## config.mk

```make
export PLATFORM = sky130hd
export DESIGN_NAME = cc_front
export DESIGN_NICKNAME = d
export VERILOG_FILES = /design/src/rtl/core/cc_pkg.sv /design/src/rtl/core/cc_front.sv
export SDC_FILE = /design/constraint.sdc
export NUM_CORES = 1
export LEC_CHECK = 0
export BUFFER_PORTS_ARGS = -buffer_cell sky130_fd_sc_hd__clkbuf_2
export CAP_MARGIN = 20
export CORE_ASPECT_RATIO = 1.25
export CORE_MARGIN = 10
export CORE_UTILIZATION = 50
export CTS_CLUSTER_SIZE = 40
export DETAILED_ROUTE_END_ITERATION = 12
export GPL_ROUTABILITY_DRIVEN = 0
export GPL_TIMING_DRIVEN = 0
export PLACE_DENSITY = 0.81
export SYNTH_ARGS = -nofsm -noshare
export SYNTH_HDL_FRONTEND = slang
export SYNTH_SLANG_ARGS = --single-unit
```

## constraint.sdc

```tcl
create_clock -name clk -period 3.15 [get_ports clk]
set_clock_uncertainty 0.2 [all_clocks]
set_input_delay 0.1575 -clock clk [delete_from_list [all_inputs] [get_ports clk]]
set_output_delay 0.1575 -clock clk [all_outputs]
set_load 0.01 [all_outputs]
```

## src/rtl/core/cc_pkg.sv

```systemverilog
// Shared types, constants and ChaCha round functions for the keystream block.
// Used by cc_front, cc_fifo, cc_core and chacha20_keystream_block.
// No dependencies.
`timescale 1ns / 1ps

package cc_pkg;

    localparam int ROUNDS_DEFAULT   = 20;
    localparam int REQ_QUEUE_DEPTH  = 2;
    localparam int NUM_WORDS        = 16;
    localparam int WORDS_PER_BLOCK  = 8;
    localparam int CFG_ADDR_W       = 6;
    localparam int CFG_DATA_W       = 64;

    localparam logic [2:0] LAST_WORD_IDX = 3'(WORDS_PER_BLOCK - 1);

    localparam logic [31:0] SIGMA_0 = 32'h6170_7865;
    localparam logic [31:0] SIGMA_1 = 32'h3320_646e;
    localparam logic [31:0] SIGMA_2 = 32'h7962_2d32;
    localparam logic [31:0] SIGMA_3 = 32'h6b20_6574;

    // Register indexes on the configuration port (byte address is 8 * index).
    typedef enum logic [2:0] {
        REG_KEY_BITS_0     = 3'd0,
        REG_KEY_BITS_1     = 3'd1,
        REG_KEY_BITS_2     = 3'd2,
        REG_KEY_BITS_3     = 3'd3,
        REG_NONCE_LOW      = 3'd4,
        REG_NONCE_HIGH     = 3'd5,
        REG_COUNTER_STEP   = 3'd6
    } cc_reg_idx_t;

    typedef logic [31:0] cc_word_t;
    typedef logic [NUM_WORDS-1:0][31:0] cc_state_t;

    typedef struct packed {
        logic [63:0] key_bits_0;
        logic [63:0] key_bits_1;
        logic [63:0] key_bits_2;
        logic [63:0] key_bits_3;
        logic [63:0] nonce_low;
        logic [31:0] nonce_high;
    } cc_cfg_t;

    // Request queue write side, front to queue.
    typedef struct packed {
        logic     wr_en;
        cc_word_t counter;
    } cc_req_t;

    function automatic cc_state_t cc_quarter(input cc_state_t s, input logic [3:0] a,
                                             input logic [3:0] b, input logic [3:0] c,
                                             input logic [3:0] d);
        cc_state_t r;
        cc_word_t  va;
        cc_word_t  vb;
        cc_word_t  vc;
        cc_word_t  vd;
        r  = s;
        va = s[a] + s[b];
        vd = s[d] ^ va;
        vd = {vd[15:0], vd[31:16]};
        vc = s[c] + vd;
        vb = s[b] ^ vc;
        vb = {vb[19:0], vb[31:20]};
        va = va + vb;
        vd = vd ^ va;
        vd = {vd[23:0], vd[31:24]};
        vc = vc + vd;
        vb = vb ^ vc;
        vb = {vb[24:0], vb[31:25]};
        r[a] = va;
        r[b] = vb;
        r[c] = vc;
        r[d] = vd;
        return r;
    endfunction

    // One round: the four quarter-rounds touch disjoint words, so they run side by side.
    function automatic cc_state_t cc_round(input cc_state_t s, input logic diagonal);
        cc_state_t r;
        r = s;
        if (!diagonal) begin
            r = cc_quarter(r, 4'd0, 4'd4, 4'd8,  4'd12);
            r = cc_quarter(r, 4'd1, 4'd5, 4'd9,  4'd13);
            r = cc_quarter(r, 4'd2, 4'd6, 4'd10, 4'd14);
            r = cc_quarter(r, 4'd3, 4'd7, 4'd11, 4'd15);
        end
        else begin
            r = cc_quarter(r, 4'd0, 4'd5, 4'd10, 4'd15);
            r = cc_quarter(r, 4'd1, 4'd6, 4'd11, 4'd12);
            r = cc_quarter(r, 4'd2, 4'd7, 4'd8,  4'd13);
            r = cc_quarter(r, 4'd3, 4'd4, 4'd9,  4'd14);
        end
        return r;
    endfunction

    function automatic cc_state_t cc_init(input cc_cfg_t cfg, input cc_word_t counter);
        cc_state_t s;
        s[0]  = SIGMA_0;
        s[1]  = SIGMA_1;
        s[2]  = SIGMA_2;
        s[3]  = SIGMA_3;
        s[4]  = cfg.key_bits_0[31:0];
        s[5]  = cfg.key_bits_0[63:32];
        s[6]  = cfg.key_bits_1[31:0];
        s[7]  = cfg.key_bits_1[63:32];
        s[8]  = cfg.key_bits_2[31:0];
        s[9]  = cfg.key_bits_2[63:32];
        s[10] = cfg.key_bits_3[31:0];
        s[11] = cfg.key_bits_3[63:32];
        s[12] = counter;
        s[13] = cfg.nonce_low[31:0];
        s[14] = cfg.nonce_low[63:32];
        s[15] = cfg.nonce_high;
        return s;
    endfunction

endpackage

```

## src/rtl/core/cc_front.sv

```systemverilog
// Request front end: accepts requests and resolves the block counter for each.
// Depends on cc_pkg.
`timescale 1ns / 1ps

module cc_front
(
    input  logic               clk,
    input  logic               rst_n,
    input  logic               push,
    input  logic               full,
    input  logic               load_counter,
    input  logic [31:0]        counter_value,
    input  logic               counter_step,
    output cc_pkg::cc_req_t    req,
    output logic [31:0]        block_counter
);

    logic        accept;
    logic [31:0] used_counter;
    logic [31:0] block_counter_reg;
    logic [31:0] block_counter_next;

    assign accept       = push && !full;
    assign used_counter = load_counter ? counter_value : block_counter_reg;

    // A loaded value serves this block and is then stepped like a stored one.
    always_comb
    begin
        block_counter_next = block_counter_reg;
        if (accept) begin
            block_counter_next = used_counter + {31'd0, counter_step};
        end
    end

    always_ff @(posedge clk or negedge rst_n)
    begin
        if (!rst_n) begin
            block_counter_reg <= '0;
        end
        else begin
            block_counter_reg <= block_counter_next;
        end
    end

    assign req.wr_en   = accept;
    assign req.counter = used_counter;
    assign block_counter = block_counter_reg;

endmodule

```

==> impl_results.md <==
- Status: complete, no violations
- DP HPWL: 7470 um
- Design Area, Final: roughly 3500 um2
- Hold path cells: 3
- Total of max-cap violations: 0
- CP Data Arrival Time: a little under 3 ns
- Switching part of the total: between 30% and 40%
- H-Tree Depth: 2
- # Post-CTS Setup Buffers: 0
- Pin count of the biggest net entering global routing: 33
- Remaining global-route overflow: 0
- Crit end category: flop
- Achievable Freq: around 340 MHz
- Final min period: around 2.9 ns
- Vias in the first global route: approximately 3,200
- Initial antenna violation count: 0
- Synthesized area per cell: 8.90 um2
- Syn_nets: 352
- PortBufs: 102
- P&R area growth vs syn: 25.8%
- WL per Instance: just under 20 um
- Vias post-DR: ~3,000
- Critical path type: in -> reg
- Hold Path Sink: block_counter[12]$_DFFE_PN0P_
- Ant. Diodes: 0
- Wire length of the first global-routing pass: approximately 15,000 um
- Synth async-reset ratio: 100%
- CTS sink count: 32
- Top_reg_cell synth: dfrtp_1
- Power per cell area: around 430 nW/um2
- CTS tree: built
- Reg2reg path depth: 8
- Drt total wl: about 9400 um
- Vias per cell: between 6 and 7
- Synth Register Bits: 32
- Die ar.: 8950 um2
- Number of routed nets with antenna violations: 0
- EDFF count, synth: 0
- Final Hold Vio Count: 0
- CTS Buf Count: 5
- Util after Layout: roughly 65%
- FP Rows: 30
- RR Startpoint: block_counter[0]$_DFFE_PN0P_
- Clk pin slew, worst setup/hold paths: roughly 0.070 ns
- Final Cycle Share: 92.8%
- Unrepaired setup endpoints after global routing: false
- DRC violation count after routing: 0
- Worst path required time: around 3.1 ns
- Worst skew pair latency: 0.29 ns
- DR iter-0 viols: between 200 and 300
- Top Ports: about 100
- Slew margin rel.: roughly 43%
- Flop2flop setup slack: 0.56 ns
- Fin. max-slew vios: 0
- Setup Total Neg Slack: 0 ns
- Share of cells above drive strength 1: a little under two fifths
- Tot Pwr: 1490 uW
- Worst min path class: in -> reg
- Peak VDD IR: between 0.2 and 0.3 mV
- DRT Pass-1 Iters: 5
- Critical R2R Capture: block_counter[22]$_DFFE_PN0P_
- Fin nets: 462
- Hold path start: counter_value[12]
- Leakage: 0.00169 uW
- Logic pwr share: between 30% and 40%
- Clock power share: around a quarter
- Gr usage total: 21.1%
- # setup viols final: 0
- Sequential fraction of the synthesis area: 28.8%
- CP startpoint kind: input pin
- Sw Pwr: 570 uW
- YS warnings: 0
- CTS Root Cell: clkbuf_8
- Internal Pwr Total: between 900 and 1000 uW
- Max Root-Sink Buffers: 2
- DIE WIDTH: between 80 and 90 um
- Distinct cells, synth: between 50 and 60
- Area of placed instances: ~3400 um2
- Max reg flops: 32
- Cells after synthesis: 312
- Worst path max stage delay: about 0.35 ns
- Worst Path Max Fanout: 19
- Cell Area, Synth: 2780 um2
- Worst Tran Pin Value: between 0.8 and 0.9 ns
- Hold slack: 0.0995 ns
- Slowest CP cell: o311a_1
- Starting Density: 51.4%
- Sequential share of power: a little under two fifths
- Core Region: 5410 um2
- Die height: between 100 and 150 um
- Crit-path cells: clkbuf_2, buf_6, buf_6, buf_4, mux2_2, ha_1, ha_1, nand4b_1, a21oi_4, nand2_2, o311a_1, a221o_1
how the worst max path moves through the flow:
stage,endpoint,startpoint,depth (start not counted)
after detailed placement,block_counter[22]$_DFFE_PN0P_,load_counter,13
after global placement,block_counter[22]$_DFFE_PN0P_,load_counter,13
final,block_counter[22]$_DFFE_PN0P_,load_counter,12
after floorplan,block_counter[22]$_DFFE_PN0P_,load_counter,12
after CTS,block_counter[22]$_DFFE_PN0P_,load_counter,12
after global routing,block_counter[22]$_DFFE_PN0P_,load_counter,12
worst max-delay path, delay by kind of cell:
| kind | cells | cell delay [ns] |
|---|---|---|
| compound gates | 3 | 0.89 |
| fa+ha+maj | 2 | 0.53 |
| buf+inv | 4 | 0.78 |
| mux | 1 | 0.19 |
| simple gates | 2 | 0.32 |
power by group through the flow:
stage | clock network [uW] | logic (uW) | registers (uW)
detailed placement | 0 | 569 | 581
global placement | 0 | 555 | 577
finish | 351 | 569 | 574
CTS | 348 | 573 | 573
floorplan | 0 | 292 | 596
global route | 363 | 624 | 587
placed cells by master (no fill, tap or decap), drive strengths merged, types with 4 or more instances in the layout:
cell type  Yosys  layout
xnor2          8       8
nand3         25      25
o31ai         10      10
xor2           4       4
buf           12      11
nand4b         4       4
mux2i          6       6
and4           6       6
clkbuf         7     116
a21oi          7       7
a22oi          5       5
mux2          24      24
o21ai         18      18
inv            7       7
nor2b          4       4
nor2           9       9
nand3b         6       6
nand2         56      56
dfrtp         32      32
and3           4       4
a21o           4       4
nand4         10      10
kinds of logic (layout without fill, tap and decap cells):
logic type | count (synthesis) | after routing | share of synthesized area (%)
compound gates | 66 | 66 | 18.0
xor+xnor | 12 | 12 | 3.79
fa+ha+maj | 2 | 2 | 0.901
buf+inv | 26 | 136 | 6.31
flops | 32 | 32 | 28.8
mux | 30 | 30 | 12.0
simple gates | 144 | 144 | 30.1
cell usage after synthesis, drive strengths merged (2+ instances only):
master  instances  area (um2)
a21o            4        30.0
a21oi           7        35.0
a221o           2        20.0
a22oi           5        65.1
a31oi           2        12.5
a32oi           2        17.5
and2            3        18.8
and3            4        25.0
and4            6        52.6
and4b           2        20.0
buf            12         123
clkbuf          7        26.3
dfrtp          32         801
ha              2        25.0
inv             7        26.3
mux2           24         274
mux2i           6        60.1
nand2          56         215
nand2b          2        12.5
nand3          25         143
nand3b          6        57.6
nand4          10        90.1
nand4b          4        50.1
nor2            9        33.8
nor2b           4        25.0
nor3            3        15.0
nor4            3        18.8
o211ai          3        22.5
o21ai          18        90.1
o311ai          2        17.5
o31a            3        26.3
o31ai          10        75.1
or4             2        15.0
or4b            3        30.0
xnor2           8        70.1
xor2            4        35.0
metrics by stage:
stage          std cells  worst slack, ns
3_3_place_gp         478           -0.536
5_1_grt              486           0.0998
2_1_floorplan        312            0.201
6_report             486            0.225
3_5_place_dp         478           -0.578
4_1_cts              486            0.276
layer usage:
layer  share of wire [%]  GRT usage (%)  up-vias
met5                   0              0        -
met4                 3.3           10.4        0
met3                 8.5           5.33       32
met2                  52           38.5      150
met1                  36           21.9     1419
li1                    -              -     1396
area by class of cell:
class	count	area (um2)
flip-flops and latches	32	801
clock buffers	7	96.3
well taps	64	80.1
plain buffers	18	146
inverters	7	26.3
multi-input cells	254	1810
repair buffers	104	531
fillers	486	1910
repair_timing:
item	4_1_cts	5_1_grt
hold buffers	2	0
hold endpoints to repair	33	0
setup endpoints to repair	10	0
gates resized for setup	3	0
(Power assumes the default switching activity.)
