===== config.mk =====
export PLATFORM = sky130hd
export DESIGN_NAME = cc_fifo
export DESIGN_NICKNAME = d
export VERILOG_FILES = /design/src/rtl/core/cc_pkg.sv /design/src/rtl/core/cc_fifo.sv
export SDC_FILE = /design/constraint.sdc
export NUM_CORES = 1
export LEC_CHECK = 0
export BUFFER_PORTS_ARGS = -buffer_cell sky130_fd_sc_hd__buf_4
export CORE_UTILIZATION = 30
export CTS_BUF_LIST = sky130_fd_sc_hd__clkbuf_8
export CTS_CLUSTER_DIAMETER = 30
export DETAILED_ROUTE_END_ITERATION = 10
export PLACE_DENSITY_LB_ADDON = 0.1
export SYNTH_ARGS = -nofsm -noshare
export SYNTH_HDL_FRONTEND = slang
export SYNTH_SLANG_ARGS = --single-unit

===== constraint.sdc =====
create_clock -name clk -period 4.6 [get_ports clk]
set_input_delay 0.92 -clock clk [delete_from_list [all_inputs] [get_ports clk]]
set_output_delay 0.92 -clock clk [all_outputs]
set_load 0.01 [all_outputs]

===== src/rtl/core/cc_pkg.sv =====
// Shared types, constants and ChaCha round functions for the keystream block.
// Used by cc_front, cc_fifo, cc_core and chacha20_keystream_block.
// No dependencies.
`timescale 1ns / 1ps

package cc_pkg;

    localparam int ROUNDS_DEFAULT   = 20;
    localparam int REQ_QUEUE_DEPTH  = 2;
    localparam int NUM_WORDS        = 16;
    localparam int WORDS_PER_BLOCK  = 8;
    localparam int CFG_ADDR_W       = 6;
    localparam int CFG_DATA_W       = 64;

    localparam logic [2:0] LAST_WORD_IDX = 3'(WORDS_PER_BLOCK - 1);

    localparam logic [31:0] SIGMA_0 = 32'h6170_7865;
    localparam logic [31:0] SIGMA_1 = 32'h3320_646e;
    localparam logic [31:0] SIGMA_2 = 32'h7962_2d32;
    localparam logic [31:0] SIGMA_3 = 32'h6b20_6574;

    // Register indexes on the configuration port (byte address is 8 * index).
    typedef enum logic [2:0] {
        REG_KEY_BITS_0     = 3'd0,
        REG_KEY_BITS_1     = 3'd1,
        REG_KEY_BITS_2     = 3'd2,
        REG_KEY_BITS_3     = 3'd3,
        REG_NONCE_LOW      = 3'd4,
        REG_NONCE_HIGH     = 3'd5,
        REG_COUNTER_STEP   = 3'd6
    } cc_reg_idx_t;

    typedef logic [31:0] cc_word_t;
    typedef logic [NUM_WORDS-1:0][31:0] cc_state_t;

    typedef struct packed {
        logic [63:0] key_bits_0;
        logic [63:0] key_bits_1;
        logic [63:0] key_bits_2;
        logic [63:0] key_bits_3;
        logic [63:0] nonce_low;
        logic [31:0] nonce_high;
    } cc_cfg_t;

    // Request queue write side, front to queue.
    typedef struct packed {
        logic     wr_en;
        cc_word_t counter;
    } cc_req_t;

    function automatic cc_state_t cc_quarter(input cc_state_t s, input logic [3:0] a,
                                             input logic [3:0] b, input logic [3:0] c,
                                             input logic [3:0] d);
        cc_state_t r;
        cc_word_t  va;
        cc_word_t  vb;
        cc_word_t  vc;
        cc_word_t  vd;
        r  = s;
        va = s[a] + s[b];
        vd = s[d] ^ va;
        vd = {vd[15:0], vd[31:16]};
        vc = s[c] + vd;
        vb = s[b] ^ vc;
        vb = {vb[19:0], vb[31:20]};
        va = va + vb;
        vd = vd ^ va;
        vd = {vd[23:0], vd[31:24]};
        vc = vc + vd;
        vb = vb ^ vc;
        vb = {vb[24:0], vb[31:25]};
        r[a] = va;
        r[b] = vb;
        r[c] = vc;
        r[d] = vd;
        return r;
    endfunction

    // One round: the four quarter-rounds touch disjoint words, so they run side by side.
    function automatic cc_state_t cc_round(input cc_state_t s, input logic diagonal);
        cc_state_t r;
        r = s;
        if (!diagonal) begin
            r = cc_quarter(r, 4'd0, 4'd4, 4'd8,  4'd12);
            r = cc_quarter(r, 4'd1, 4'd5, 4'd9,  4'd13);
            r = cc_quarter(r, 4'd2, 4'd6, 4'd10, 4'd14);
            r = cc_quarter(r, 4'd3, 4'd7, 4'd11, 4'd15);
        end
        else begin
            r = cc_quarter(r, 4'd0, 4'd5, 4'd10, 4'd15);
            r = cc_quarter(r, 4'd1, 4'd6, 4'd11, 4'd12);
            r = cc_quarter(r, 4'd2, 4'd7, 4'd8,  4'd13);
            r = cc_quarter(r, 4'd3, 4'd4, 4'd9,  4'd14);
        end
        return r;
    endfunction

    function automatic cc_state_t cc_init(input cc_cfg_t cfg, input cc_word_t counter);
        cc_state_t s;
        s[0]  = SIGMA_0;
        s[1]  = SIGMA_1;
        s[2]  = SIGMA_2;
        s[3]  = SIGMA_3;
        s[4]  = cfg.key_bits_0[31:0];
        s[5]  = cfg.key_bits_0[63:32];
        s[6]  = cfg.key_bits_1[31:0];
        s[7]  = cfg.key_bits_1[63:32];
        s[8]  = cfg.key_bits_2[31:0];
        s[9]  = cfg.key_bits_2[63:32];
        s[10] = cfg.key_bits_3[31:0];
        s[11] = cfg.key_bits_3[63:32];
        s[12] = counter;
        s[13] = cfg.nonce_low[31:0];
        s[14] = cfg.nonce_low[63:32];
        s[15] = cfg.nonce_high;
        return s;
    endfunction

endpackage


===== src/rtl/core/cc_fifo.sv =====
// Small request queue between the front end and the round engine.
// Depends on cc_pkg.
`timescale 1ns / 1ps

module cc_fifo
#(
    parameter int DEPTH = cc_pkg::REQ_QUEUE_DEPTH
)
(
    input  logic             clk,
    input  logic             rst_n,
    input  cc_pkg::cc_req_t  req,
    input  logic             rd_en,
    output cc_pkg::cc_word_t rd_data,
    output logic             full,
    output logic             empty
);

    localparam int PTR_W = (DEPTH > 1) ? $clog2(DEPTH) : 1;
    localparam int CNT_W = $clog2(DEPTH + 1);

    cc_pkg::cc_word_t mem_reg [DEPTH];
    logic [PTR_W-1:0] wr_ptr_reg;
    logic [PTR_W-1:0] wr_ptr_next;
    logic [PTR_W-1:0] rd_ptr_reg;
    logic [PTR_W-1:0] rd_ptr_next;
    logic [CNT_W-1:0] count_reg;
    logic [CNT_W-1:0] count_next;
    logic             do_wr;
    logic             do_rd;

    assign full  = (count_reg == CNT_W'(DEPTH));
    assign empty = (count_reg == '0);
    assign do_wr = req.wr_en && !full;
    assign do_rd = rd_en && !empty;

    always_comb
    begin
        wr_ptr_next = wr_ptr_reg;
        rd_ptr_next = rd_ptr_reg;
        count_next  = count_reg;
        if (do_wr) begin
            wr_ptr_next = (wr_ptr_reg == PTR_W'(DEPTH - 1)) ? '0 : wr_ptr_reg + 1'b1;
        end
        if (do_rd) begin
            rd_ptr_next = (rd_ptr_reg == PTR_W'(DEPTH - 1)) ? '0 : rd_ptr_reg + 1'b1;
        end
        if (do_wr && !do_rd) begin
            count_next = count_reg + 1'b1;
        end
        else if (do_rd && !do_wr) begin
            count_next = count_reg - 1'b1;
        end
    end

    always_ff @(posedge clk or negedge rst_n)
    begin
        if (!rst_n) begin
            wr_ptr_reg <= '0;
            rd_ptr_reg <= '0;
            count_reg  <= '0;
        end
        else begin
            wr_ptr_reg <= wr_ptr_next;
            rd_ptr_reg <= rd_ptr_next;
            count_reg  <= count_next;
        end
    end

    always_ff @(posedge clk)
    begin
        if (do_wr) begin
            mem_reg[wr_ptr_reg] <= req.counter;
        end
    end

    assign rd_data = mem_reg[rd_ptr_reg];

endmodule


==> implementation parameters, run 1 <==
Parameter                              Value

Outcome
  Status ... completed

Cells and area
  Post-Layout Cell Count ... 304
  Antenna cell count ... 0
  Fin nets ... 232
  Share of cells above drive strength 1 ... 0.5779
  Number of flip-flops under the largest register name ... 64
  Syn-to-layout area delta ... 27.72%

CTS
  Cts bufs inserted ... 9
  Worst-Skew Late Latency ... 0.33 ns
  H-tree levels ... 3
  Post-CTS setup-driven buffer insertion count ... 0
  Count of hold-fix buffers inserted at cts ... 0
  CTS sink cnt ... 68
  Reg clk slew, reported paths ... 0.06 ns
  CTS Buffer Depth ... 2
  Count of instances resized after the clock tree is built ... 0
  TritonCTS clock tree ... built
  Clk root buf ... sky130_fd_sc_hd__clkbuf_8

Power and ir drop
  Combinational power share ... 0.338
  Max rail drop VDD ... 0.0004003 V
  Total power divided by cell area ... 603.4 nW/um2
  Fraction of power spent switching nets ... 0.2892
  Int Pwr ... 0.001456 W
  Proportion of power drawn by the clock network ... 0.185
  Fraction of power consumed by sequential logic ... 0.477
  Final Total Pwr ... 0.002049 W
  Switching component of the power ... 0.0005926 W
  Leakage Power ... 1.365 nW

Timing
  Final setup TNS ... 0 ns
  Max-slew headroom at the worst pin ... 0.2936
  Setup repair after global routing missed its margin ... no
  Count of endpoints failing setup in the final report ... 0
  Fraction of the cycle the final worst path needs ... 0.6257
  Final setup slack of the worst path ... 1.722 ns
  Min Clock Period, post-route ... 2.878 ns
  Clock Skews ... 0.005767 ns
  Count of endpoints failing hold in the final timing report ... 0
  Hold slack ... 0.3786 ns
  Slew @ Worst Pin ... 1.060 ns
  Total count of max-transition violations in the final report ... 0
  Peak clock frequency supported by timing ... 347.4 MHz

Critical path
  Buf+Inv Stages, Crit Path ... 1
  Kind of start point of the critical path ... flip-flop
  Worst setup path class ... reg -> out
  Worst Path Required ... 3.68 ns
  Critical path arrival ... 1.96 ns
  CP endpoint kind ... output pin
  Chain of cells forming the critical path ... mux2_2 -> buf_4
  Worst path slowest cell ... sky130_fd_sc_hd__dfrtp_2
  Top fanout value on the critical path ... 33
  Family with the most delay on the worst path ... flip-flops
  Largest incremental delay on the critical path ... 1.06 ns

Place
  Placer congestion estimate ... 0.7088
  Worst setup slack before clock tree synthesis ... 2.001 ns
  Number of placed instances, taps included ... 289
  Final HPWL from detailed placement ... 2933 um
  Input/output buffers ... 69

Worst hold path
  Worst hold path type ... in -> async

Global route
  Maximum number of pins on one net before global-route repair ... 34
  Overall routing resource usage ... 0.1046
  Initial antenna violation count ... 0
  Global-route wire length before repair ... 6624 um
  Remaining global-route overflow ... 0
  Number of global-route vias before repair ... 1352

Detailed routing
  Total vias in the final route ... 1274
  Detail Route Antenna Nets ... 0
  Routed wire length ... 4541 um
  DRC violations left ... 0
  Number of violations reported at the end of detailed-routing iteration 0 ... 29
  Average vias per placed instance ... 4.191
  WL per Instance ... 14.94 um
  Detailed Routing Iterations Pass 1 ... 4

Logic synthesis
  Post-synth net total ... 156
  Number of flops mapped to enable cells by yosys ... 64
  Synth area leader ... sky130_fd_sc_hd__edfxtp_1
  Top post-synthesis cells by area ... sky130_fd_sc_hd__edfxtp_1 72%, sky130_fd_sc_hd__mux2_4 16%, sky130_fd_sc_hd__dfrtp_1 3.8%
  Count of yosys warnings during synthesis ... 0
  Main flop type after synthesis ... sky130_fd_sc_hd__edfxtp_1
  Number of cells produced by synthesis ... 119
  Top-area cell type share of the netlist area ... 0.7228
  Total of flip-flops plus latches after synthesis ... 68
  Cell area after synthesis ... 2659 um2
  Sequential fraction of the synthesis area ... 0.7605
  Number of distinct standard cells referenced by the synthesized netlist ... 15
  Asr flop ratio synth ... 0.05882
  Average instance area after synthesis ... 22.34 um2

Die
  Top-level port count ... 70
  DIE AREA ... 9243 um2
  Die Y-Extent ... 96.14 um
  Area of the core region ... 8382 um2
  Die W ... 96.14 um
  Row count ... 33
  Initial Utilization ... 0.3172

Job
  Number of max-cap violations ... 0
==> synthesized netlist by cell type, types with 2 or more instances <==
| master | instances |
|---|---|
| sky130_fd_sc_hd__edfxtp_1 | 64 |
| sky130_fd_sc_hd__mux2_4 | 29 |
| sky130_fd_sc_hd__dfrtp_1 | 4 |
| sky130_fd_sc_hd__buf_12 | 3 |
| sky130_fd_sc_hd__mux2_2 | 3 |
| sky130_fd_sc_hd__nor2_1 | 3 |
| sky130_fd_sc_hd__xnor2_1 | 3 |
| sky130_fd_sc_hd__inv_1 | 2 |
| sky130_fd_sc_hd__xor2_1 | 2 |
==> layout by cell type, fill, tap and decap left out <==
cell type,Yosys,final
sky130_fd_sc_hd__nor2_1,3,2
sky130_fd_sc_hd__nor2_4,0,1
sky130_fd_sc_hd__clkbuf_8,0,9
sky130_fd_sc_hd__clkinv_2,0,2
sky130_fd_sc_hd__buf_4,0,69
sky130_fd_sc_hd__xor2_1,2,2
sky130_fd_sc_hd__o21ai_1,1,1
sky130_fd_sc_hd__nand2_1,1,1
sky130_fd_sc_hd__inv_1,2,4
sky130_fd_sc_hd__ha_1,1,1
sky130_fd_sc_hd__clkinv_1,0,2
sky130_fd_sc_hd__nand2b_1,1,1
sky130_fd_sc_hd__mux2_4,29,29
sky130_fd_sc_hd__and3_2,0,1
sky130_fd_sc_hd__xnor2_1,3,3
sky130_fd_sc_hd__edfxtp_1,64,64
sky130_fd_sc_hd__dfrtp_2,0,1
sky130_fd_sc_hd__dfrtp_1,4,3
sky130_fd_sc_hd__mux2_2,3,3
==> cell type report <==
type                    instances  area (um2)
clock inverters                 6       25.02
well taps                     105       131.4
fillers                       798        4986
flip-flops and latches         68        2023
multi-input cells              45       566.8
inverters                       2       7.507
repair buffers                 69       518.0
clock buffers                   9       123.9
==> per-layer routing <==
metal  wire length (um)  GRT usage  up-vias
li1                   -          -      608
met1               1772     0.1121      614
met2               2404     0.1809       42
met3                261    0.02607       10
met4                102    0.07090        0
met5                  0          0        -
==> power groups by stage <==
stage / Combinational, W / Clock, W / Sequential [W]
after global placement: 0.000695 / 0 / 0.000985
final: 0.000692 / 0.000379 / 0.000978
after CTS: 0.000711 / 0.000394 / 0.000985
after detailed placement: 0.000709 / 0 / 0.000998
after global routing: 0.000748 / 0.000413 / 0.000999
after floorplan: 0.000540 / 0 / 0.000901
==> path summary, 6_finish.rpt <==
check,startpoint,end,slack [ns],depth (start not counted)
max,rd_ptr_reg$_DFFE_PN0P_,rd_data[14],1.72,2
min reg2reg,wr_ptr_reg$_DFFE_PN0P_,wr_ptr_reg$_DFFE_PN0P_,0.55,1
max reg2reg,count_reg[0]$_DFFE_PN0P_,mem_reg[0][27]$_DFFE_PP_,2.70,3
min,rst_n,count_reg[1]$_DFFE_PN0P_,0.38,1
max in group asynchronous,rst_n,rd_ptr_reg$_DFFE_PN0P_,4.11,1
min in group clk,wr_ptr_reg$_DFFE_PN0P_,wr_ptr_reg$_DFFE_PN0P_,0.55,1
==> cell families after synthesis <==
kind of cell / after synthesis / share of synthesized area
simple gates: 6 / 0.01035
mux: 32 / 0.1765
fa+ha+maj: 1 / 0.004705
xor+xnor: 5 / 0.01647
flops: 68 / 0.7605
buf+inv: 6 / 0.02965
compound gates: 1 / 0.001881
==> metrics by stage <==
stage / utilization / instance area [um2]
floorplan: - / 2659
global placement: 0.3874 / 3247
detailed placement: 0.3874 / 3247
CTS: 0.4051 / 3396
global route: 0.4051 / 3396
finish: 0.4051 / 3396
No activity file was read; power rests on OpenSTA's default activity.
==> run 2: changes to the inputs <==
Clock period 4.6 ns to 2.9 ns, I/O delays scaled along.
==> implementation parameters, run 2 (synthesis results as in run 1) <==
Parameter                              Value

Die
  Top-level port count ... 70 (unchanged)
  Area of the core region ... 8382 um2 (unchanged)
  DIE AREA ... 9243 um2 (unchanged)
  Row count ... 33 (unchanged)
  Initial Utilization ... 0.3172 (unchanged)
  Die Y-Extent ... 96.14 um (unchanged)
  Die W ... 96.14 um (unchanged)

Cells and area
  Utilization of the core after routing ... 0.4101 (+0.004926)
  Leading cell type in the layout, fill and taps excluded ... sky130_fd_sc_hd__buf_4
  Antenna cell count ... 0 (unchanged)
  Leading cell types in the layout, fill and taps excluded ... 72 x sky130_fd_sc_hd__buf_4, 64 x sky130_fd_sc_hd__edfxtp_1, 29 x sky130_fd_sc_hd__mux2_4
  Syn-to-layout area delta ... 29.27%
  Number of flip-flops under the largest register name ... 64 (unchanged)
  Fin nets ... 235 (+1.3%)
  Layout filler cell count ... 792 (-0.75%)
  Final cell area excluding filler cells ... 3437 um2 (+1.2%)
  Share of cells above drive strength 1 ... 0.5961 (+0.01817)

CTS
  CTS Buffer Depth ... 2 (unchanged)
  Count of hold-fix buffers inserted at cts ... 0 (unchanged)
  Clk root buf ... sky130_fd_sc_hd__clkbuf_8
  Post-CTS setup-driven buffer insertion count ... 0 (unchanged)
  Cts bufs inserted ... 9 (unchanged)
  TritonCTS clock tree ... built
  Reg clk slew, reported paths ... 0.07 ns (about the same)
  Worst-Skew Late Latency ... 0.33 ns (about the same)
  H-tree levels ... 3 (unchanged)
  Count of instances resized after the clock tree is built ... 0 (unchanged)
  CTS sink cnt ... 68 (unchanged)

Power and ir drop
  Combinational power share ... 0.355 (+0.017)
  Int Pwr ... 0.002331 W (+60%)
  Leakage Power ... 1.370 nW (+0.35%)
  Fraction of power spent switching nets ... 0.2956 (+0.006370)
  Switching component of the power ... 0.0009782 W (+65%)
  Max rail drop VDD ... 0.0005346 V (+34%)
  Total power divided by cell area ... 962.7 nW/um2 (+60%)
  Fraction of power consumed by sequential logic ... 0.450 (-0.027)
  Proportion of power drawn by the clock network ... 0.195 (+0.010)

Timing
  Peak clock frequency supported by timing ... 412.8 MHz
  Max-slew headroom at the worst pin ... 0.4729 (+0.1794)
  Setup repair after global routing missed its margin ... no
  Final setup slack of the worst path ... 0.4773 ns (-1.244 ns)
  Count of endpoints failing hold in the final timing report ... 0 (unchanged)
  Min Clock Period, post-route ... 2.423 ns
  Final setup TNS ... 0 ns (unchanged)
  Clock Skews ... 0.008736 ns (+0.002969 ns)
  Slew @ Worst Pin ... 0.7906 ns (-0.2690 ns)
  Count of endpoints failing setup in the final report ... 0 (unchanged)
  Fraction of the cycle the final worst path needs ... 0.8354
  Total count of max-transition violations in the final report ... 0 (unchanged)

Critical path
  Critical Path Source ... rd_ptr_reg$_DFFE_PN0P_
  Critical path arrival ... 1.84 ns (-0.12 ns)
  CP endpoint kind ... output pin
  Top fanout value on the critical path ... 17 (-48%)
  Worst Path Required ... 2.32 ns (-1.36 ns)
  Beginning of the worst register-to-register path ... count_reg[0]$_DFFE_PN0P_
  Kind of start point of the critical path ... flip-flop
  Worst setup path class ... reg -> out

Detailed routing
  Number of violations reported at the end of detailed-routing iteration 0 ... 31 (+6.9%)
  DRC violations left ... 0 (unchanged)
  Routed wire length ... 4727 um (+4.1%)
  Detail Route Antenna Nets ... 0 (unchanged)
  WL per Instance ... 15.35 um (+2.7%)
  Average vias per placed instance ... 4.205 (+0.33%)
  Detailed Routing Iterations Pass 1 ... 4 (unchanged)
  Total vias in the final route ... 1295 (+1.6%)

Worst hold path
  Worst hold path type ... in -> async

Place
  Area after detailed placement ... 3269 um2 (+0.69%)
  Input/output buffers ... 69 (unchanged)
  Final HPWL from detailed placement ... 3236 um (+10%)
  Placer congestion estimate ... 0.6487 (-8.5%)
  Worst setup slack before clock tree synthesis ... 0.7877 ns (-1.213 ns)

Global route
  Remaining global-route overflow ... 0 (unchanged)
  Grt met1 use ... 0.1149 (+0.002770)
  Busiest metal layer after global routing ... met2
  Overall routing resource usage ... 0.1118 (+0.007193)
  Maximum number of pins on one net before global-route repair ... 33 (-2.9%)
  Number of global-route vias before repair ... 1468 (+8.6%)
  Initial antenna violation count ... 0 (unchanged)
  Met2 global-route usage ... 0.1968 (+0.01596)
  Global-route wire length before repair ... 7245 um (+9.4%)
  Met3 Usage GRT ... 0.04818 (+0.02212)

Outcome
  Status ... completed

Job
  Number of max-cap violations ... 0 (unchanged)
## run 2: changes by cell type in the layout (fill, tap and decap cells not counted), sizes merged
cell	before	now
clkinvlp	0	3
inv	4	2
buf	69	72
## run 2: area by class of cell
cell class              count  area (um2)  area share
multi-input cells          45       566.8      0.1649
clock buffers               9       123.9     0.03604
clock inverters             7       43.79     0.01274
inverters                   2       7.507    0.002184
repair buffers             72       540.5      0.1573
well taps                 105       131.4     0.03822
flip-flops and latches     68        2023      0.5886
## run 2: power by group through the flow
stage          logic, W  registers, W  clock network [W]
6_report        0.00117       0.00149           0.000645
5_1_grt         0.00128       0.00152           0.000720
4_1_cts         0.00121       0.00150           0.000667
3_5_place_dp    0.00120       0.00152                  0
3_3_place_gp    0.00118       0.00150                  0
2_1_floorplan  0.000856       0.00143                  0
## run 2: worst max-delay path: stages (launching register included)
cell,delay [ns]
sky130_fd_sc_hd__dfrtp_2,0.71
sky130_fd_sc_hd__buf_4,0.31
sky130_fd_sc_hd__mux2_2,0.36
sky130_fd_sc_hd__buf_4,0.14
## run 2: per-stage QoR
| stage | hold WS, ns | power, W | std cells |
|---|---|---|---|
| 2_1_floorplan | 0.2844 | 0.002285 | 119 |
| 3_3_place_gp | 0.3768 | 0.002681 | 292 |
| 3_5_place_dp | 0.3806 | 0.002718 | 292 |
| 4_1_cts | 0.01783 | 0.003370 | 308 |
| 5_1_grt | 0.01216 | 0.003514 | 308 |
| 6_report | 0.03573 | 0.003309 | 308 |
## run 2: final timing paths
path	end	slack (ns)	cells past startpoint
hold reg to reg	count_reg[1]$_DFFE_PN0P_	0.54	1
hold / removal	count_reg[1]$_DFFE_PN0P_	0.04	1
setup / recovery	rd_data[10]	0.48	3
setup reg to reg	mem_reg[0][10]$_DFFE_PP_	0.97	4
max in group asynchronous	rd_ptr_reg$_DFFE_PN0P_	2.74	1
min in group clk	mem_reg[1][24]$_DFFE_PP_	0.43	1
## run 2: layer usage
layer / wire, um / share of wire
met3: 333 / 0.070
met5: 0 / 0
met4: 43 / 0.0091
met1: 1862 / 0.39
met2: 2488 / 0.53
